`src/hdl/shb_pkg.sv`:
```
package shb_pkg;

  localparam int CHAR_W   = 7;
  localparam int HASH_W   = 32;
  localparam int MULT_W   = 16;
  localparam int BUCKET_W = 16;
  localparam int SIZE_W   = 17;
  localparam int MODE_W   = 3;

  // Remainder unit: dividend is left-aligned in DVD_W bits, one bit per step.
  localparam int DVD_W    = 48;
  localparam int REM_W    = 17;
  localparam int CNT_W    = 6;

  // Significant dividend widths of each remainder job.
  localparam int W_MOD127 = 39;
  localparam int W_MOD7   = 35;
  localparam int W_UNIV   = 48;
  localparam int W_MULT   = 31;
  localparam int W_FINAL  = 32;

  localparam logic [MULT_W-1:0] MULT_START = 16'd31415;
  localparam logic [14:0]       MULT_STEP  = 15'd27183;
  localparam logic [5:0]        FIN_SCALE  = 6'd47;

  localparam logic [MODE_W-1:0] MODE_MOD127  = 3'd0;
  localparam logic [MODE_W-1:0] MODE_WRAP127 = 3'd1;
  localparam logic [MODE_W-1:0] MODE_UNIV    = 3'd2;
  localparam logic [MODE_W-1:0] MODE_PRIME   = 3'd3;
  localparam logic [MODE_W-1:0] MODE_MOD7    = 3'd4;

  localparam int APB_ADDR_W = 3;
  localparam logic [APB_ADDR_W-1:0] ADDR_NUM_BUCKETS = 3'd0;
  localparam logic [APB_ADDR_W-1:0] ADDR_HASH_MODE   = 3'd4;

  typedef enum logic [2:0] {
    ST_IDLE,
    ST_STEP,
    ST_DIVH,
    ST_MULA,
    ST_DIVA,
    ST_FIN,
    ST_DIVF,
    ST_EMIT
  } state_t;

  typedef enum logic [2:0] {
    DS_MOD127,
    DS_MOD7,
    DS_UNIV,
    DS_MULT,
    DS_FIN_WRAP,
    DS_FIN_PRIME
  } div_src_t;

  typedef enum logic {
    HS_WRAP127,
    HS_PRIME
  } hash_step_t;

  typedef struct packed {
    logic       capture;
    logic       step_hash;
    hash_step_t step_sel;
    logic       load_div;
    div_src_t   div_src;
    logic       wr_hash_rem;
    logic       wr_mult_rem;
    logic       clear;
    logic       load_out;
  } dp_cmd_t;

  typedef struct packed {
    logic div_busy;
  } dp_status_t;

  function automatic logic [MODE_W-1:0] eff_mode(input logic [MODE_W-1:0] m);
    logic [MODE_W-1:0] r;
    if (m inside {[3'd5:3'd7]}) begin
      r = MODE_MOD127;
    end else begin
      r = m;
    end
    return r;
  endfunction

  // Weight of a character, picked by the character modulo 7. Since 8 is 1 modulo 7,
  // the octal digits are summed and folded once more.
  function automatic logic [5:0] char_weight(input logic [CHAR_W-1:0] c);
    logic [3:0] s1;
    logic [3:0] s2;
    logic [2:0] r;
    logic [5:0] w;
    s1 = {1'b0, c[2:0]} + {1'b0, c[5:3]} + {3'b0, c[6]};
    s2 = {1'b0, s1[2:0]} + {3'b0, s1[3]};
    if (s2 >= 4'd7) begin
      r = 3'(s2 - 4'd7);
    end else begin
      r = s2[2:0];
    end
    case (r)
      3'd0:    w = 6'd7;
      3'd1:    w = 6'd11;
      3'd2:    w = 6'd13;
      3'd3:    w = 6'd17;
      3'd4:    w = 6'd23;
      3'd5:    w = 6'd31;
      3'd6:    w = 6'd37;
      default: w = 6'd7;
    endcase
    return w;
  endfunction

endpackage

```
`src/hdl/shb_div.sv`:
```
module shb_div (
  input  logic                      clk,
  input  logic                      rst,
  input  logic                      start,
  input  logic [shb_pkg::DVD_W-1:0] dividend,
  input  logic [shb_pkg::CNT_W-1:0] steps,
  input  logic [shb_pkg::REM_W-1:0] divisor,
  output logic                      busy,
  output logic [shb_pkg::REM_W-1:0] rem
);
  import shb_pkg::*;

  logic [DVD_W-1:0] dvd;
  logic [REM_W-1:0] dsr;
  logic [CNT_W-1:0] cnt;
  logic [REM_W:0]   trial;
  logic             fits;

  assign busy  = (cnt != '0);
  assign trial = {rem, dvd[DVD_W-1]};
  assign fits  = (trial >= {1'b0, dsr});

  always_ff @(posedge clk) begin
    if (rst) begin
      cnt <= '0;
    end else if (start) begin
      cnt <= steps;
    end else if (busy) begin
      cnt <= cnt - 1'b1;
    end
  end

  always_ff @(posedge clk) begin
    if (start) begin
      dvd <= dividend;
      dsr <= divisor;
      rem <= '0;
    end else if (busy) begin
      dvd <= {dvd[DVD_W-2:0], 1'b0};
      if (fits) begin
        rem <= REM_W'(trial - {1'b0, dsr});
      end else begin
        rem <= REM_W'(trial);
      end
    end
  end

endmodule

```
`src/hdl/shb_dp.sv`:
```
module shb_dp #(
  parameter int MAX_BUCKETS = 65536
) (
  input  logic                         clk,
  input  logic                         rst,
  input  logic [shb_pkg::SIZE_W-1:0]   num_buckets,
  input  logic [shb_pkg::CHAR_W-1:0]   character,
  input  shb_pkg::dp_cmd_t             cmd,
  output shb_pkg::dp_status_t          status,
  output logic [shb_pkg::BUCKET_W-1:0] bucket
);
  import shb_pkg::*;

  localparam logic [SIZE_W-1:0] SIZE_MAX = SIZE_W'(MAX_BUCKETS);
  localparam logic [SIZE_W-1:0] SIZE_MIN = SIZE_W'(2);

  logic [CHAR_W-1:0]   chr;
  logic [HASH_W-1:0]   hash;
  logic [MULT_W-1:0]   mult;

  logic [SIZE_W-1:0]   size_eff;
  logic [SIZE_W-1:0]   size_m1;
  logic [W_MOD127-1:0] p_mod127;
  logic [W_MOD7-1:0]   p_mod7;
  logic [W_UNIV-1:0]   p_univ;
  logic [W_MULT-1:0]   p_mult;
  logic [HASH_W-1:0]   h_wrap127;
  logic [12:0]         wc;
  logic [HASH_W-1:0]   h_prime;
  logic [HASH_W-1:0]   n_scaled;

  logic [DVD_W-1:0]    div_dvd;
  logic [CNT_W-1:0]    div_steps;
  logic [REM_W-1:0]    div_dsr;
  logic                div_busy;
  logic [REM_W-1:0]    div_rem;

  function automatic logic [HASH_W-1:0] mag32(input logic [HASH_W-1:0] v);
    logic [HASH_W-1:0] r;
    if (v[HASH_W-1]) begin
      r = '0 - v;
    end else begin
      r = v;
    end
    return r;
  endfunction

  always_comb begin
    if (num_buckets < SIZE_MIN) begin
      size_eff = SIZE_MIN;
    end else if (num_buckets > SIZE_MAX) begin
      size_eff = SIZE_MAX;
    end else begin
      size_eff = num_buckets;
    end
  end

  assign size_m1 = size_eff - 1'b1;

  // 127h and 7h are formed as shift and subtract.
  assign p_mod127  = W_MOD127'({hash, 7'b0}) - W_MOD127'(hash) + W_MOD127'(chr);
  assign p_mod7    = W_MOD7'({hash, 3'b0}) - W_MOD7'(hash) + W_MOD7'(chr);
  assign p_univ    = W_UNIV'(mult) * W_UNIV'(hash) + W_UNIV'(chr);
  assign p_mult    = W_MULT'(mult) * W_MULT'(MULT_STEP);
  assign h_wrap127 = HASH_W'(p_mod127);
  assign wc        = 13'(char_weight(chr)) * 13'(chr);
  assign h_prime   = hash + HASH_W'(wc);
  assign n_scaled  = hash * HASH_W'(FIN_SCALE);

  always_comb begin
    div_dsr = size_eff;
    case (cmd.div_src)
      DS_MOD127: begin
        div_dvd   = {p_mod127, {(DVD_W - W_MOD127){1'b0}}};
        div_steps = CNT_W'(W_MOD127);
      end
      DS_MOD7: begin
        div_dvd   = {p_mod7, {(DVD_W - W_MOD7){1'b0}}};
        div_steps = CNT_W'(W_MOD7);
      end
      DS_UNIV: begin
        div_dvd   = DVD_W'(p_univ);
        div_steps = CNT_W'(W_UNIV);
      end
      DS_MULT: begin
        div_dvd   = {p_mult, {(DVD_W - W_MULT){1'b0}}};
        div_steps = CNT_W'(W_MULT);
        div_dsr   = size_m1;
      end
      DS_FIN_WRAP: begin
        div_dvd   = {mag32(hash), {(DVD_W - W_FINAL){1'b0}}};
        div_steps = CNT_W'(W_FINAL);
      end
      DS_FIN_PRIME: begin
        div_dvd   = {mag32(n_scaled), {(DVD_W - W_FINAL){1'b0}}};
        div_steps = CNT_W'(W_FINAL);
      end
      default: begin
        div_dvd   = '0;
        div_steps = '0;
      end
    endcase
  end

  shb_div u_div (
    .clk      (clk),
    .rst      (rst),
    .start    (cmd.load_div),
    .dividend (div_dvd),
    .steps    (div_steps),
    .divisor  (div_dsr),
    .busy     (div_busy),
    .rem      (div_rem)
  );

  assign status.div_busy = div_busy;

  always_ff @(posedge clk) begin
    if (cmd.capture) begin
      chr <= character;
    end
    if (cmd.load_out) begin
      bucket <= hash[BUCKET_W-1:0];
    end
  end

  always_ff @(posedge clk) begin
    if (rst || cmd.clear) begin
      hash <= '0;
      mult <= MULT_START;
    end else begin
      if (cmd.step_hash) begin
        if (cmd.step_sel == HS_PRIME) begin
          hash <= h_prime;
        end else begin
          hash <= h_wrap127;
        end
      end else if (cmd.wr_hash_rem) begin
        hash <= HASH_W'(div_rem);
      end
      if (cmd.wr_mult_rem) begin
        mult <= MULT_W'(div_rem);
      end
    end
  end

endmodule

```
`src/hdl/shb_ctrl.sv`:
```
module shb_ctrl (
  input  logic                       clk,
  input  logic                       rst,
  input  logic [shb_pkg::MODE_W-1:0] hash_mode,
  input  logic                       in_valid,
  input  logic                       last_char,
  input  logic                       out_stall,
  input  shb_pkg::dp_status_t        status,
  output logic                       in_stall,
  output logic                       out_valid,
  output shb_pkg::dp_cmd_t           cmd
);
  import shb_pkg::*;

  state_t            state;
  state_t            state_next;
  logic              last;
  logic              out_valid_next;
  logic              out_free;
  logic [MODE_W-1:0] mode;

  assign mode     = eff_mode(hash_mode);
  assign out_free = !out_valid || !out_stall;

  always_ff @(posedge clk) begin
    if (rst) begin
      state     <= ST_IDLE;
      out_valid <= 1'b0;
      last      <= 1'b0;
    end else begin
      state     <= state_next;
      out_valid <= out_valid_next;
      if (cmd.capture) begin
        last <= last_char;
      end
    end
  end

  always_comb begin
    state_next = state;
    case (state)
      ST_IDLE: begin
        if (in_valid) begin
          state_next = ST_STEP;
        end
      end
      ST_STEP: begin
        if (mode == MODE_WRAP127 || mode == MODE_PRIME) begin
          state_next = ST_FIN;
        end else begin
          state_next = ST_DIVH;
        end
      end
      ST_DIVH: begin
        if (!status.div_busy) begin
          state_next = (mode == MODE_UNIV) ? ST_MULA : ST_FIN;
        end
      end
      ST_MULA: state_next = ST_DIVA;
      ST_DIVA: begin
        if (!status.div_busy) begin
          state_next = ST_FIN;
        end
      end
      ST_FIN: begin
        if (!last) begin
          state_next = ST_IDLE;
        end else if (mode == MODE_WRAP127 || mode == MODE_PRIME) begin
          state_next = ST_DIVF;
        end else begin
          state_next = ST_EMIT;
        end
      end
      ST_DIVF: begin
        if (!status.div_busy) begin
          state_next = ST_EMIT;
        end
      end
      ST_EMIT: begin
        if (out_free) begin
          state_next = ST_IDLE;
        end
      end
      default: state_next = ST_IDLE;
    endcase
  end

  always_comb begin
    cmd            = '0;
    cmd.step_sel   = HS_WRAP127;
    cmd.div_src    = DS_MOD127;
    in_stall       = rst || (state != ST_IDLE);
    out_valid_next = out_valid && out_stall;
    case (state)
      ST_IDLE: begin
        cmd.capture = in_valid && !rst;
      end
      ST_STEP: begin
        case (mode)
          MODE_WRAP127: begin
            cmd.step_hash = 1'b1;
            cmd.step_sel  = HS_WRAP127;
          end
          MODE_PRIME: begin
            cmd.step_hash = 1'b1;
            cmd.step_sel  = HS_PRIME;
          end
          MODE_UNIV: begin
            cmd.load_div = 1'b1;
            cmd.div_src  = DS_UNIV;
          end
          MODE_MOD7: begin
            cmd.load_div = 1'b1;
            cmd.div_src  = DS_MOD7;
          end
          default: begin
            cmd.load_div = 1'b1;
            cmd.div_src  = DS_MOD127;
          end
        endcase
      end
      ST_DIVH: cmd.wr_hash_rem = !status.div_busy;
      ST_MULA: begin
        cmd.load_div = 1'b1;
        cmd.div_src  = DS_MULT;
      end
      ST_DIVA: cmd.wr_mult_rem = !status.div_busy;
      ST_FIN: begin
        if (last && mode == MODE_WRAP127) begin
          cmd.load_div = 1'b1;
          cmd.div_src  = DS_FIN_WRAP;
        end else if (last && mode == MODE_PRIME) begin
          cmd.load_div = 1'b1;
          cmd.div_src  = DS_FIN_PRIME;
        end
      end
      ST_DIVF: cmd.wr_hash_rem = !status.div_busy;
      ST_EMIT: begin
        if (out_free) begin
          cmd.load_out   = 1'b1;
          cmd.clear      = 1'b1;
          out_valid_next = 1'b1;
        end
      end
      default: ;
    endcase
  end

endmodule

```
`src/hdl/string_bucket_hash_top.sv`:
```
// Channel  | Beat carries               | Handshake
// ---------+----------------------------+------------------------------------
// input    | character, last_char       | in_valid / in_stall
// output   | bucket                     | out_valid / out_stall
// config   | num_buckets, hash_mode     | APB write at psel & penable & pwrite
//
// One character is worked on at a time; in modes 0, 4 and 2 a beat waits on the serial
// remainder unit, which retires one dividend bit per cycle (39, 35, then 48 + 31 bits),
// while modes 1 and 3 step the hash without it. A final character adds a 32-bit
// remainder pass in modes 1 and 3, then the output load in every mode, and waits
// further while an earlier result beat is still stalled.
// Reset is synchronous and active high; it restores the defaults and the hash state.
module string_bucket_hash_top #(
  parameter int MAX_BUCKETS = 65536
) (
  input  logic        clk,
  input  logic        rst,
  // Configuration port.
  input  logic        psel,
  input  logic        penable,
  input  logic        pwrite,
  input  logic [2:0]  paddr,
  input  logic [31:0] pwdata,
  output logic [31:0] prdata,
  output logic        pready,
  // Input channel.
  input  logic        in_valid,
  output logic        in_stall,
  input  logic [6:0]  character,
  input  logic        last_char,
  // Output channel.
  output logic        out_valid,
  input  logic        out_stall,
  output logic [15:0] bucket
);
  import shb_pkg::*;

  localparam logic [SIZE_W-1:0] SIZE_RESET = 17'd71;

  logic [SIZE_W-1:0] num_buckets;
  logic [MODE_W-1:0] hash_mode;
  logic              cfg_wr;
  dp_cmd_t           cmd;
  dp_status_t        status;

  // The registers are decoded on the word address alone; byte lanes are ignored.
  assign pready = 1'b1;
  assign cfg_wr = psel && penable && pwrite && pready;

  always_ff @(posedge clk) begin
    if (rst) begin
      num_buckets <= SIZE_RESET;
      hash_mode   <= MODE_MOD127;
    end else if (cfg_wr) begin
      if (paddr[2] == ADDR_NUM_BUCKETS[2]) begin
        num_buckets <= pwdata[SIZE_W-1:0];
      end else begin
        hash_mode <= pwdata[MODE_W-1:0];
      end
    end
  end

  always_comb begin
    if (paddr[2] == ADDR_HASH_MODE[2]) begin
      prdata = {{(32 - MODE_W){1'b0}}, hash_mode};
    end else begin
      prdata = {{(32 - SIZE_W){1'b0}}, num_buckets};
    end
  end

  // The controller sequences each character through the datapath; the datapath
  // holds the running hash, the mode 2 multiplier and the shared remainder unit.
  shb_ctrl u_ctrl (
    .clk       (clk),
    .rst       (rst),
    .hash_mode (hash_mode),
    .in_valid  (in_valid),
    .last_char (last_char),
    .out_stall (out_stall),
    .status    (status),
    .in_stall  (in_stall),
    .out_valid (out_valid),
    .cmd       (cmd)
  );

  shb_dp #(
    .MAX_BUCKETS (MAX_BUCKETS)
  ) u_dp (
    .clk         (clk),
    .rst         (rst),
    .num_buckets (num_buckets),
    .character   (character),
    .cmd         (cmd),
    .status      (status),
    .bucket      (bucket)
  );

endmodule

```
`config.mk`:
```
export PLATFORM = sky130hd
export DESIGN_NAME = string_bucket_hash_top
export DESIGN_NICKNAME = d
export VERILOG_FILES = /design/src/hdl/shb_pkg.sv /design/src/hdl/shb_div.sv /design/src/hdl/shb_dp.sv /design/src/hdl/shb_ctrl.sv /design/src/hdl/string_bucket_hash_top.sv
export SDC_FILE = /design/constraint.sdc
export NUM_CORES = 2
export LEC_CHECK = 0
export BUFFER_PORTS_ARGS = -buffer_cell sky130_fd_sc_hd__buf_2
export CAP_MARGIN = 5
export CORE_MARGIN = 5
export CORE_UTILIZATION = 39
export DETAILED_ROUTE_END_ITERATION = 10
export HOLD_SLACK_MARGIN = 0.12
export PLACE_DENSITY_LB_ADDON = 0.15
export SLEW_MARGIN = 20
export SYNTH_ARGS = -nofsm -noshare
export SYNTH_HDL_FRONTEND = slang
export SYNTH_SLANG_ARGS = --single-unit
export TNS_END_PERCENT = 5
```
`constraint.sdc`:
```
create_clock -name clk -period 11.65 [get_ports clk]
set_input_delay 1.165 -clock clk [delete_from_list [all_inputs] [get_ports clk]]
set_output_delay 1.165 -clock clk [all_outputs]
set_load 0.1 [all_outputs]
```
### After elaboration in Yosys (flattened, before gate mapping)

Index checks and enable logic that the tools add are counted.

* logic and storage cells: 135
* output and inout bits: 51
* register bits: 184
* input port bits: 50

* multipliers: 4
* multiplexer cells: 42
* reductions and logical operators: 27
* bitwise gates (word level): 1
* eq/ne operators: 27
* magnitude comparators: 6
* add/subtract/negate cells: 15

Operator list (number)
* 48-bit one-hot mux with 6 select lines: 1
* 32-bit two-way mux: 5
* 48-bit two-way mux: 2
* 17-bit two-way mux: 5
* 1-bit by 32-bit subtractor with 32-bit output (first input constant): 2
* 48-bit by 7-bit adder with 48-bit output: 1
* 16-bit by 32-bit multiplier with 48-bit output: 1
* 39-bit by 7-bit adder with 39-bit output: 1
* 39-bit by 32-bit subtractor with 39-bit output: 1
* 6-bit one-hot mux with 6 select lines: 1
* 35-bit by 7-bit adder with 35-bit output: 1
* 35-bit by 32-bit subtractor with 35-bit output: 1
* 32-bit by 13-bit adder with 32-bit output: 1
* 32-bit by 6-bit multiplier with 32-bit output (second input constant): 1
* 16-bit by 15-bit multiplier with 31-bit output (second input constant): 1
* 3-bit equality test (second input constant): 10
* 3-bit two-way mux: 10
* 6-bit one-hot mux with 5 select lines: 1
* 3-bit by 2-bit equality test with 1-bit output (second input constant): 8
* 3-bit one-hot mux with 8 select lines: 1
* 4-bit one-hot mux with 3 select lines: 2
* 18-bit by 17-bit greater-or-equal comparator with 1-bit output: 1
* 17-bit > comparator (second input constant): 1
* 17-bit by 2-bit < comparator with 1-bit output (second input constant): 1
* 30 further kinds: 62

### Logic depth before layout (Yosys ltp)

* depth after elaboration: 12
* depth in mapped cells: 32
* depth with buffers taken out: 32

### By module

From an unflattened synthesis, not the netlist that was laid out.

* cells, all modules: 5202
* area total of the unflattened synthesis: 44561.5 um^2

By module, submodules not included
* shb_dp: seq. area each 1651.6 um^2, area an instance 38280.5 um^2, times used 1, cells each 4613
* shb_div: seq. area each 2412.3 um^2, area an instance 4631.9 um^2, times used 1, cells each 400
* string_bucket_hash_top: seq. area each 400.4 um^2, area an instance 1174.9 um^2, times used 1, cells each 126
* shb_ctrl: seq. area each 100.1 um^2, area an instance 474.2 um^2, times used 1, cells each 63

### Least setup slack after synthesis

Ideal clock, no wire load.

* path kind: register to register
* start point: reg u_dp.chr[0]
* end point: reg u_dp.hash[28]
* cell stages (with the launch flop): 31
* clock period less this slack: 7.053 ns
* path buffers: 0
* setup time: 0.087 ns
* arrival: 6.966 ns
* required time: 11.563 ns
* path slack: 4.597 ns
* cell sequence: edfxtp_1 fa_1 a21o_1 a21o_1 ha_1 xnor2_1 ha_1 o21ai_0 nand2_1 mux2i_1 nand2b_1 o21ai_0 and2_1 fa_1 fa_1 fa_1 inv_1 fa_1 inv_1 ha_1 a21o_1 a21o_1 a21o_1 nor3_1 o31ai_1 and4_1 and3_1 and3_1 o21ai_0 nand3_1 o31ai_1

* word-level cells in the longest chain between the ends: 11
* elaborated cells between the ends (all ways): 18
* those cells by class: add/sub: 6; mul: 1; order compare: 1; eq/ne: 6; mux: 4

RTL lines
* start: declaration: RTL line shb_dp.sv:17 `logic [CHAR_W-1:0] chr;`
* start signal: assignment: RTL line shb_dp.sv:120 `chr <= character;`
* 3-bit by 3-bit adder with 4-bit output: RTL line shb_pkg.sv:94 `s1 = {1'b0, c[2:0]} + {1'b0, c[5:3]} + {3'b0, c[6]};`
* 4-bit by 1-bit adder with 4-bit output: RTL line shb_pkg.sv:94
* 3-bit by 1-bit adder with 4-bit output: RTL line shb_pkg.sv:95 `s2 = {1'b0, s1[2:0]} + {3'b0, s1[3]};`
* 4-bit by 3-bit greater-or-equal comparator with 1-bit output or 3-bit subtractor (tied branches): RTL line shb_pkg.sv:96, shb_pkg.sv:97
* 3-bit two-way mux: RTL line shb_pkg.sv:96 `if (s2 >= 4'd7) begin`
* 3-bit equality test, or another cell as far along: RTL line shb_pkg.sv:101 `case (r)`
* 6-bit one-hot mux with 6 select lines: RTL line shb_pkg.sv:101
* 6-bit by 7-bit multiplier with 13-bit output: RTL line shb_dp.sv:66 `assign wc = 13'(char_weight(chr)) * 13'(chr);`
* 32-bit by 13-bit adder with 32-bit output: RTL line shb_dp.sv:67 `assign h_prime = hash + HASH_W'(wc);`
* 32-bit two-way mux (*): RTL line shb_dp.sv:133 `if (cmd.step_sel == HS_PRIME) begin`
* 32-bit two-way mux (*): RTL line shb_dp.sv:132 `if (cmd.step_hash) begin`
* end signal: assignment: RTL line shb_dp.sv:134 `hash <= h_prime;`
* end signal: assignment: RTL line shb_dp.sv:136 `hash <= h_wrap127;`
* end signal: assignment: RTL line shb_dp.sv:139 `hash <= HASH_W'(div_rem);`
* end: declaration: RTL line shb_dp.sv:18 `logic [HASH_W-1:0] hash;`

Every way passes the cells marked *; elsewhere a longest branch is shown, timed or not.
A chain may end at the register's enable or synchronous reset.

### Final worst setup path

* start point: reg u_dp.mult[14]
* end point: reg u_dp.u_div.dvd[43], data pin

* word-level cells in the longest chain between the ends: 4
* elaborated cells between the ends (all ways): 5
* those cells by class: add/sub: 1; mul: 2; mux: 2

RTL lines
* start: declaration: RTL line shb_dp.sv:19 `logic [MULT_W-1:0] mult;`
* start signal: assignment: RTL line shb_dp.sv:142 `mult <= MULT_W'(div_rem);`
* 16-bit by 32-bit multiplier with 48-bit output: RTL line shb_dp.sv:63 `assign p_univ = W_UNIV'(mult) * W_UNIV'(hash) + W_UNIV'(chr);`
* 48-bit by 7-bit adder with 48-bit output: RTL line shb_dp.sv:63
* 48-bit one-hot mux with 6 select lines (*): RTL line shb_dp.sv:72 `case (cmd.div_src)`
* 48-bit two-way mux (*): RTL line shb_div.sv:34 `if (start) begin`
* end signal: assignment: RTL line shb_div.sv:35 `dvd <= dividend;`
* end signal: assignment: RTL line shb_div.sv:39 `dvd <= {dvd[DVD_W-2:0], 1'b0};`
* end: declaration: RTL line shb_div.sv:13 `logic [DVD_W-1:0] dvd;`

Marks and branches as above.

==> results.yml <==
yosys:
  synth_flop_cell: "dfxtp_1"
  syn_area_per_cell_sq_um: 8.38
  synth_cell_types: 96
  synth_seq_cells: 184
  yosys_warnings: 0
  synthCells: 5188
  ys_seq_area_share_pct: 10.5
  syn_area_sq_um: 43500
  synth_edf_count: 88
  synthArstFlopShare_pct: 0
clocking:
  h-tree-depth: 4
  cts_tree: "built"
  cts_buffer_depth: 2
  cts_made_buffers: 17
  post_cts_buffers: 0
  clk_pin_slew_ns: 0.09
  cts_resized: 0
  ctsHoldBuffers: 0
  cts_num_sinks: 184
  cts_root_buf: "clkbuf_16"
  clock_latency_ns: 0.53
timing:
  rsz0062_at_grt: "false"
  fmax_mhz: 109
  final.setup.tns_ns: 0
  final-max-slew-violation-count: 0
  worstMarginPinSlew_ns: 1.15
  worst_clock_skew_ns: 0.0285
  maxSlewHeadroom_pct: 23.1
  finalCritPeriodShare_pct: 78.6
  hold_slack_ns: 0.520
  finalWorstSetupSlack_ns: 2.49
  finalCriticalPeriod_ns: 9.16
  finalSetupViolations: 0
  hold_viol: 0
final_layout:
  final_common_cell: "inv_1"
  fillers: 11400
  final_util_pct: 41.7
  fin_cells: 6652
  final_cell_mix: "inv_1, nand2_1, fa_1"
  syn_to_final_growth_pct: 6.18
  layout-drive-gt1-share_pct: 5.08
  register_area_sq_um: 4580
  multi_input_area_sq_um: 34700
  final_nets: 6357
  fin_area_sq_um: 46100
die:
  rows: 122
  core_area_sq_um: 111000
  die_w_um: 344
  dieArea_sq_um: 118000
  start_util_pct: 39.3
  ioPinCount: 101
  die_h_um: 344
route:
  ant_nets: 0
  post-route-drc-count: 0
  finalWirelength_um: 156000
  dr_total_vias: 36700
  dr.pass1.iters: 8
  drtIter0Drc: 3059
  post_drt_wl_per_cell_um: 23.5
  routed_via_density: 5.52
placed_design:
  dp.cells: 6616
  io_buffers: 67
  gp_congestion: 0.969
  placed_area_sq_um: 45500
  pre_cts_ws_ns: 2.71
  dp.final_hpwl_um: 125000
pwr:
  ir_drop_mv: 0.563
  leakage_nw: 22.3
  clock_power_share_pct: 4.7
  combPwrFrac_pct: 86.7
  p_sw_mw: 7.74
  switching_share_pct: 57.4
  p_int_mw: 5.74
  p_total_mw: 13.5
  pwr-share-seq_pct: 8.6
  pwr_density_cell_nw_per_um2: 292
run:
  cap_violations: 0
worst_setup_path:
  critical_path_arrival_ns: 9.42
  required_ns: 11.91
  critPathMaxFanout: 19
  cp-end-kind: "flop"
  start_kind: "flop"
  path_class: "flop to flop"
grt:
  overflow: 0
  grt_pass1_vias: 36700
  grt_max_degree: 55
  antenna_found_initial: 9
  grt_pass1_wl_um: 236000
  track_usage_pct: 26.6
hold_path:
  min_path_type: "flop to flop"
status:
  status: "finished clean"
## worst max-delay path, stage by stage, from the launching register on
cell and delay [ns]:
dfxtp_1 1.09, inv_1 0.78, nor2_1 0.34, ha_1 0.20, inv_1 0.05, fa_1 0.50, inv_1 0.06, fa_1 0.52
inv_1 0.05, fa_1 0.51, fa_1 0.55, inv_1 0.06, fa_1 0.48, ha_1 0.40, nand2_1 0.08, nor2_1 0.30
nor4b_1 0.63, nor2_1 0.22, o31a_1 0.50, nor3b_1 0.48, nor2_1 0.12, xnor2_1 0.16, a221oi_1 0.23, o21ai_0 0.19
o32a_1 0.37
## cells in the mapped netlist, types with 63 or more instances
master | instances | area [sq um]
a21oi_1 | 286 | 1430
edfxtp_1 | 88 | 2640
o21ai_0 | 195 | 976
nand3_1 | 63 | 315
nor2_1 | 375 | 1410
inv_1 | 886 | 3330
a21o_1 | 68 | 510
fa_1 | 631 | 12600
nand2_1 | 663 | 2490
xor2_1 | 75 | 657
xnor2_1 | 167 | 1460
and2_1 | 76 | 475
clkbuf_1 | 202 | 758
ha_1 | 529 | 6620
dfxtp_1 | 96 | 1920
## cell families (layout without fill, tap and decap cells)
family                   count (synthesis)  in the layout  synth area share [%]
buffers and inverters                 1132           1090                  9.98
flip-flops                             184            184                  10.5
multiplexers                            23             23                 0.541
AND/OR/NAND/NOR                       1460           1460                  15.1
adder cells (fa/ha/maj)               1160           1160                  44.3
AO/OA/AOI/OAI                          985            985                  14.7
XOR/XNOR                               242            242                  4.88
other                                    2             20                0.0173
## final timing paths
path             startpoint                  to  slack (ns)  cells after the start
max           u_dp.mult[14]  u_dp.u_div.dvd[43]        2.49                     24
min reg2reg  num_buckets[7]      num_buckets[7]        0.52                      2
max reg2reg   u_dp.mult[14]  u_dp.u_div.dvd[43]        2.49                     24
min          num_buckets[7]      num_buckets[7]        0.52                      2
## state kept, by name, summed over array words and instances (netlist names)
name,cells
u_dp.chr,7
u_dp.mult,16
u_dp.u_div.dvd,48
u_dp.bucket,16
hash_mode,3
u_ctrl.state,3
u_dp.u_div.cnt,6
u_ctrl.last,1
u_dp.u_div.dsr,17
u_dp.hash,32
u_ctrl.out_valid,1
u_dp.u_div.rem,17
num_buckets,17
## power by group through the flow
stage          clock network [mW]  registers [mW]  logic (mW)
2_1_floorplan                   0            1.05        8.49
3_3_place_gp                    0            1.16        11.5
3_5_place_dp                    0            1.16        11.6
4_1_cts                     0.640            1.15        11.7
5_1_grt                     0.664            1.17        13.0
6_report                    0.632            1.16        11.7
## layout make-up
class / instances / area share, %
inverter: 890 / 7.24
sequential: 184 / 9.92
clock buffer: 17 / 0.922
timing repair buffer: 168 / 2.37
clock inverter: 15 / 0.393
tap: 1488 / 4.03
multi-input combinational: 3886 / 75.1
antenna: 4 / 0.0217
## routing by layer
layer | global-route usage, % | vias to the layer above | wire, um
met1 | 35.1 | 18300 | 65500
met3 | 4.58 | 264 | 11200
met5 | 0 | - | 45
met4 | 9.98 | 6 | 7190
met2 | 44.1 | 1272 | 72400
li1 | - | 16900 | -
Note: power is estimated with default switching activity, not from simulation.
